==> config.mk <==
export PLATFORM = sky130hd
export DESIGN_NAME = cvv_vel_div
export DESIGN_NICKNAME = d
export VERILOG_FILES = /design/src/design/cvv_pkg.sv /design/src/design/cvv_vel_div.sv
export SDC_FILE = /design/constraint.sdc
export NUM_CORES = 2
export LEC_CHECK = 0
export BUFFER_PORTS_ARGS = -buffer_cell sky130_fd_sc_hd__clkbuf_2
export CAP_MARGIN = 20
export CORE_MARGIN = 4
export CORE_UTILIZATION = 40
export CTS_CLUSTER_DIAMETER = 150
export DETAILED_ROUTE_END_ITERATION = 8
export GPL_TIMING_DRIVEN = 0
export PLACE_DENSITY = 0.66
export SYNTH_ARGS = -nofsm -noshare
export SYNTH_HDL_FRONTEND = slang
export SYNTH_MEMORY_MAX_BITS = 65536
export SYNTH_SLANG_ARGS = --single-unit
export TNS_END_PERCENT = 30
==> constraint.sdc <==
create_clock -name clock -period 4.5 [get_ports clock]
set_input_delay 0 -clock clock [delete_from_list [all_inputs] [get_ports clock]]
set_output_delay 0 -clock clock [all_outputs]
set_load 0.01 [all_outputs]
==> src/design/cvv_pkg.sv <==
// Shared constants and types of the velocity and viscosity block.
package cvv_pkg;

   localparam int LAT     = 34;
   localparam int VEL_QB  = 32;
   localparam int T_QB    = 16;
   localparam int VIS_END = 22;

   localparam logic [16:0] ONE_Q = 17'd65536;

   localparam logic [1:0] REG_LEVEL_UPPER = 2'd0;
   localparam logic [1:0] REG_LEVEL_LOWER = 2'd1;
   localparam logic [1:0] REG_VISC_FIRST  = 2'd2;
   localparam logic [1:0] REG_VISC_SECOND = 2'd3;

   localparam logic [31:0] UPPER_RESET = 32'd65536;

   typedef struct packed {
      logic signed [31:0] level_upper;
      logic signed [31:0] level_lower;
      logic [30:0]        visc_first;
      logic [30:0]        visc_second;
   } cfg_type;

endpackage

==> src/design/cvv_vel_div.sv <==
// Pipelined restoring divider for one saturated velocity component.
module cvv_vel_div (
   input  logic               clock,
   input  logic               adv,
   input  logic signed [31:0] mom,
   input  logic [30:0]        dens,
   output logic signed [31:0] vel
);

   localparam int QB = cvv_pkg::VEL_QB;

   logic [31:0] mag_in;
   logic        ovf_in;

   logic [30:0] rem_ff [0:QB];
   logic [31:0] num_ff [0:QB];
   logic [31:0] quo_ff [0:QB];
   logic [30:0] dvs_ff [0:QB];
   logic        neg_ff [0:QB];
   logic        ovf_ff [0:QB];
   logic        mz_ff  [0:QB];

   logic [30:0] rem_in [1:QB];
   logic [31:0] quo_in [1:QB];

   logic [31:0] vel_ff;
   logic [31:0] vel_in;

   assign mag_in = mom[31] ? (~$unsigned(mom) + 32'd1) : $unsigned(mom);
   assign ovf_in = {16'd0, mag_in} >= {1'b0, dens, 16'd0};

   always_comb begin
      logic [31:0] part;
      logic [32:0] dif;
      for (int k = 1; k <= QB; k++) begin
         part = {rem_ff[k-1], num_ff[k-1][31]};
         dif  = {1'b0, part} - {2'b00, dvs_ff[k-1]};
         rem_in[k] = dif[32] ? part[30:0] : dif[30:0];
         quo_in[k] = {quo_ff[k-1][30:0], ~dif[32]};
      end
   end

   always_comb begin
      logic [31:0] q;
      q = quo_ff[QB];
      if (mz_ff[QB]) begin
         vel_in = 32'd0;
      end else if (!neg_ff[QB]) begin
         vel_in = (ovf_ff[QB] || q[31]) ? 32'h7FFF_FFFF : q;
      end else begin
         vel_in = (ovf_ff[QB] || q > 32'h8000_0000) ? 32'h8000_0000 : (~q + 32'd1);
      end
   end

   always_ff @(posedge clock) begin
      if (adv) begin
         rem_ff[0] <= {15'd0, mag_in[31:16]};
         num_ff[0] <= {mag_in[15:0], 16'd0};
         quo_ff[0] <= 32'd0;
         dvs_ff[0] <= dens;
         neg_ff[0] <= mom[31];
         ovf_ff[0] <= ovf_in;
         mz_ff[0]  <= (mag_in == 32'd0);
         for (int k = 1; k <= QB; k++) begin
            rem_ff[k] <= rem_in[k];
            num_ff[k] <= {num_ff[k-1][30:0], 1'b0};
            quo_ff[k] <= quo_in[k];
            dvs_ff[k] <= dvs_ff[k-1];
            neg_ff[k] <= neg_ff[k-1];
            ovf_ff[k] <= ovf_ff[k-1];
            mz_ff[k]  <= mz_ff[k-1];
         end
         vel_ff <= vel_in;
      end
   end

   assign vel = $signed(vel_ff);

endmodule

After elaboration in Yosys (flattened, before gate mapping) --
Memory sizes are Yosys's and may differ from the RTL's. Cells that the tools add are included.
Storage, ports and cells: flip-flop bits (word level) 32, memory bits (writable) 4224, logic and storage cells 119, output and inout bits 32, input port bits 65, memories kept 7
Operators by class: order comparisons 2, add/sub/neg operators 34, reductions and logical operators 3, bitwise logic cells 34, mux-type cells 38
Memories:
- quo_ff | words 33, bits a word 32, read ports 33, clocked after memory_dff 0, wr ports 33, RTL line cvv_vel_div.sv:17 | logic [31:0] quo_ff [0:QB];
- dvs_ff | words 33, bits a word 31, read ports 32, clocked after memory_dff 0, wr ports 33, RTL line cvv_vel_div.sv:18 | logic [30:0] dvs_ff [0:QB];
- num_ff | words 33, bits a word 31, read ports 32, clocked after memory_dff 0, wr ports 33, RTL line cvv_vel_div.sv:16 | logic [31:0] num_ff [0:QB];
- rem_ff | words 33, bits a word 31, read ports 32, clocked after memory_dff 0, wr ports 33, RTL line cvv_vel_div.sv:15 | logic [30:0] rem_ff [0:QB];
- mz_ff | words 33, bits a word 1, read ports 33, clocked after memory_dff 0, wr ports 33, RTL line cvv_vel_div.sv:21 | logic mz_ff [0:QB];
- neg_ff | words 33, bits a word 1, read ports 33, clocked after memory_dff 0, wr ports 33, RTL line cvv_vel_div.sv:19 | logic neg_ff [0:QB];
- 1 more memories
Operators by type and width (count):
- $sub 32x31->33 | 32
- $mux 31 | 32
- $mux 32 | 4
- $add 32x1->32 const B | 2
- $not 32->32 | 2
- $ge 32x47->1 | 1
- $gt 32x32->1 const B | 1
- $logic_not 32->1 | 1
- $not 1->1 | 32
- $logic_or 1x1->1 | 2
- $mux 1 | 2

Depth between registers and ports, before layout --
An unclocked memory read counts as a cell.
depth after elaboration 5, mapped depth 19, gate-level depth less buffers 19

Worst setup path after synthesis --
OpenSTA, ideal clock, no wires.
kind input to register, start point input port mom[8], end point memory ovf_ff[0][0], data pin, data arrival time 3468 ps, setup slack 765 ps, stages on the path 17, path buffers 0, library setup time 267 ps, cell sequence or4_4 -> or3_4 -> or3_4 -> or4_4 -> nand2_1 -> xnor2_1 -> ha_1 -> nor2b_1 -> o21a_1 -> o21a_1 -> o21a_1 -> o21ai_0 -> nand2b_1 -> a21oi_1 -> a21oi_1 -> o31ai_1 -> a31oi_1
RTL lines:
- start: declaration | RTL line cvv_vel_div.sv:5 | input logic signed [31:0] mom,
- end: declaration | RTL line cvv_vel_div.sv:20 | logic ovf_ff [0:QB];

==> summary.txt <==
Timing
  • Hold_ws: 0.07713 ns
  • RSZ-0062 raised after global routing: true
  • Final Hold Fails: 0
  • Final Max Tran Viols: 0
  • Min Clock Period, post-route: 4.472 ns
  • Fin Setup TNS: 0 ns
  • Worst slew margin relative to its limit: 34.99%
  • Worst Tran Pin Value: 0.9677 ns
  • Setup-failing EPs final: 0
  • Worst clock skew: 0.04441 ns
  • FMAX: 223.6 MHz
  • Final Cycle Share: 99.38%

CTS
  • TritonCTS buffer count: 301
  • CTS tree: yes
  • CTS Buffer Depth: 4
  • Root Driver: clkbuf_16
  • CTS sink cnt: 2764
  • H-tree depth: 5
  • Worst-Skew Late Latency: 0.88 ns
  • Clock-pin slew reported for the worst setup and hold paths after clock tree synthesis: 0.06 ns

Place
  • Dpl hpwl: 231300 um
  • IO Port Bufs: 95
  • Inst Count DP: 17078
  • Area after DPL: 0.1520 mm2
  • RD Place Congestion: 0.9096

Synth
  • Ys Warns: 0
  • Synth async-reset ratio: 0%
  • Area leader, netlist: edfxtp_1
  • Synth top area share: 57.36%
  • Synth Area in Adders: 8.903%
  • Register bit total from synthesis: 2764
  • Register area share after synthesis: 57.36%
  • Synth Area per Inst: 11.89 um2
  • Distinct cells, synth: 99
  • Synth Area in Compound Gates: 13.92%
  • Mux contribution to synthesized area: 2.712%
  • Main synth FF type: edfxtp_1
  • Synthesized netlist cell count: 12172
  • XOR/XNOR Fraction of Synth Area: 4.794%
  • Post-Synth Simple-Gate Area: 8.530%
  • Post-synth EDFFs: 2764
  • Synthesized cell area: 0.1447 mm2
  • Largest family of logic cells by synthesized area: compound AO/OA/AOI/OAI gates
  • Synth area leaders: edfxtp_1 (57%), ha_1 (8.5%), a21oi_1 (3.5%)

Route
  • Vias per cell: 5.224
  • Drt drc: 0
  • Drt first pass iters: 6
  • Number of nets still failing antenna checks after routing: 0
  • DRT Wirelength: 308600 um
  • DRT iter0 DRCs: 4309
  • Drt wl/cell: 17.38 um
  • Vias: 92759

Cells and area
  • Design area: 0.1634 mm2
  • Fill cell count: 32225
  • Layout cells sized above 1: 8.696%
  • Post-Layout Cell Count: 17756
  • Final net count: 13810
  • Area of the multi-input gates: 0.05651 mm2
  • Register area: 0.08300 mm2
  • Area delta synth->final: 12.93%

Critical path
  • Crit-path max FO: 10
  • Crit-path max cell delay: 0.59 ns
  • Critical-path top delay cell: o41a_1
  • CP arrival: 5.06 ns
  • Worst setup SP type: flop
  • R2R setup slack: 0.03 ns
  • Crit-path most repeated cell: o41a_1
  • CP cell instances: ha_1, fa_1, nand2b_1, a21oi_1, o41a_1, a211oi_2, a22oi_2, a41oi_2, o41a_1, buf_4, clkdlybuf4s15_2, nand2_1, o21ai_0
  • CP required: 5.09 ns
  • Critical path type: reg2reg
  • Setup crit end kind: flop

Global route
  • First-pass GRT wire length: 490000 um
  • GR Overflow Total: 0
  • Initial antenna violation count: 3
  • Number of global-route vias before repair: 97187
  • GR Util All Layers: 16.22%
  • Largest net degree at the start of global routing: 128

Floorplan
  • Die height: 609.5 um
  • Starting density of the core: 40.22%
  • I/O pin count: 97
  • Total Die Area: 0.3714 mm2
  • Die width: 609.5 um
  • Row cnt: 220
  • Placeable Area: 0.3598 mm2

Status
  • Outcome: completed

Power and ir drop
  • Leakage power: 65.09 nW
  • Cell Pwr Density: 698.8 mW/mm2
  • Max VDD drop: 0.3488 mV

Worst hold path
  • Worst hold path type: in2reg

Run
  • # Max-Cap Violations: 0
## stage by stage
stage	worst slack [ns]	utilization, %	total power, W
finish	0.02788	45.42	0.1142
global route	-0.06932	45.42	0.1220
CTS	-0.2554	45.37	0.1148
detailed placement	-1.123	42.24	0.08950
global placement	-45.80	42.02	0.08860
floorplan	0.7648	-	0.07606
## registers in the layout (all words and copies together) (netlist names)
signal	cells
dvs_ff	992
rem_ff	977
quo_ff	528
num_ff	136
mz_ff	33
neg_ff	33
ovf_ff	33
vel	32
## metal layers
metal / vias up / part of all wire (%) / GRT usage, %
li1: 46013 / - / -
met1: 44127 / 33 / 14.15
met2: 1700 / 57 / 33.87
met3: 919 / 2.7 / 1.838
met4: 0 / 7.1 / 10.43
met5: - / 0 / 0
## report_power, final
group | internal [W] | switching (W) | total (W) | leakage (nW)
Sequential | 0.0371 | 0.00295 | 0.0401 | 27.0
Combinational | 0.0211 | 0.0286 | 0.0497 | 33.3
Clock | 0.0142 | 0.0102 | 0.0244 | 4.72
Total | 0.0724 | 0.0417 | 0.114 | 65.1
## synth_stat cells, types with 24 or more instances
library cell     n
a211o_1         44
a211oi_1        87
a21boi_0        33
a21o_1         437
a21oi_1       1002
a31oi_1        115
a41oi_1         29
and2_1          65
and3_1         105
buf_1           26
buf_2           41
clkbuf_1       194
edfxtp_1      2764
fa_1            31
ha_1           980
inv_1         1179
mux2_2         328
nand2_1        764
nand2b_1       142
nand3_1        147
nand4_1         78
nor2_1         773
nor2b_1        153
nor3_1         154
nor4_1          31
o211ai_1        46
o21a_1         158
o21ai_0        728
o21bai_1        90
o311ai_0        24
o31a_1          53
o31ai_1         88
or2_2           50
or3_1           48
xnor2_1        465
xor2_1         327
## area by class of cell
type,count,share of cell area [%]
sequential,2764,50.79
multi-input combinational,7971,34.58
clock buffer,364,4.871
tap,4773,3.655
inverter,1180,2.715
timing repair buffer,255,1.570
clock inverter,177,1.073
buffer,261,0.7220
antenna,11,0.01685
## worst max-delay path, delay by kind of cell, from the launching register on
family | cells | cell delay [ns]
AO/OA/AOI/OAI | 7 | 2.06
adder cells (fa/ha/maj) | 2 | 0.65
buffers and inverters | 2 | 0.73
flip-flops | 1 | 0.40
AND/OR/NAND/NOR | 2 | 0.34
## cells in the final DEF, fill, tap and decap left out, drive strengths merged, types with 53 or more instances in the layout
cell type and count:
xnor2 465, a31oi 115, a211oi 88, ha 980, nor2 773, nand3 147
nand2 764, nand2b 143, dlygate4sd3 125, mux2 328, a21o 437, a21oi 1002
xor2 327, o21a 158, o31ai 89, nor3 154, clkbuf 661, inv 1192
o21ai 748, and2 66, buf 90, clkinv 122, o21bai 90, nor2b 153
o31a 53, nand4 78, and3 105, edfxtp 2764
## path summary, 6_finish.rpt
kind                                    to                    start  cells after the start
hold / removal     num_ff[0][29]$_DFFE_PP_                   mom[3]                      5
hold reg to reg    neg_ff[0][17]$_DFFE_PP_  neg_ff[0][16]$_DFFE_PP_                      0
setup reg to reg  rem_ff[0][154]$_DFFE_PP_  dvs_ff[0][93]$_DFFE_PP_                     13
setup / recovery  rem_ff[0][154]$_DFFE_PP_  dvs_ff[0][93]$_DFFE_PP_                     13
## timing repair
action	in CTS	in global routing
hold buffers	125	0
endpoints found under the setup margin	642	453
hold endpoints to repair	468	0
pin swaps	4	2
buffers inserted	2	0
resized for setup	103	66
cloned	0	0
## cells by family after synthesis
group	count (synthesis)
AOI/OAI and AO/OA	3200
xor gates and xnor gates	792
adders and majority gates	1011
buffers and inverters	1443
DFF	2764
muxes	351
other	1
and+or+nand+nor	2610
No activity file was read; power rests on OpenSTA's default activity.
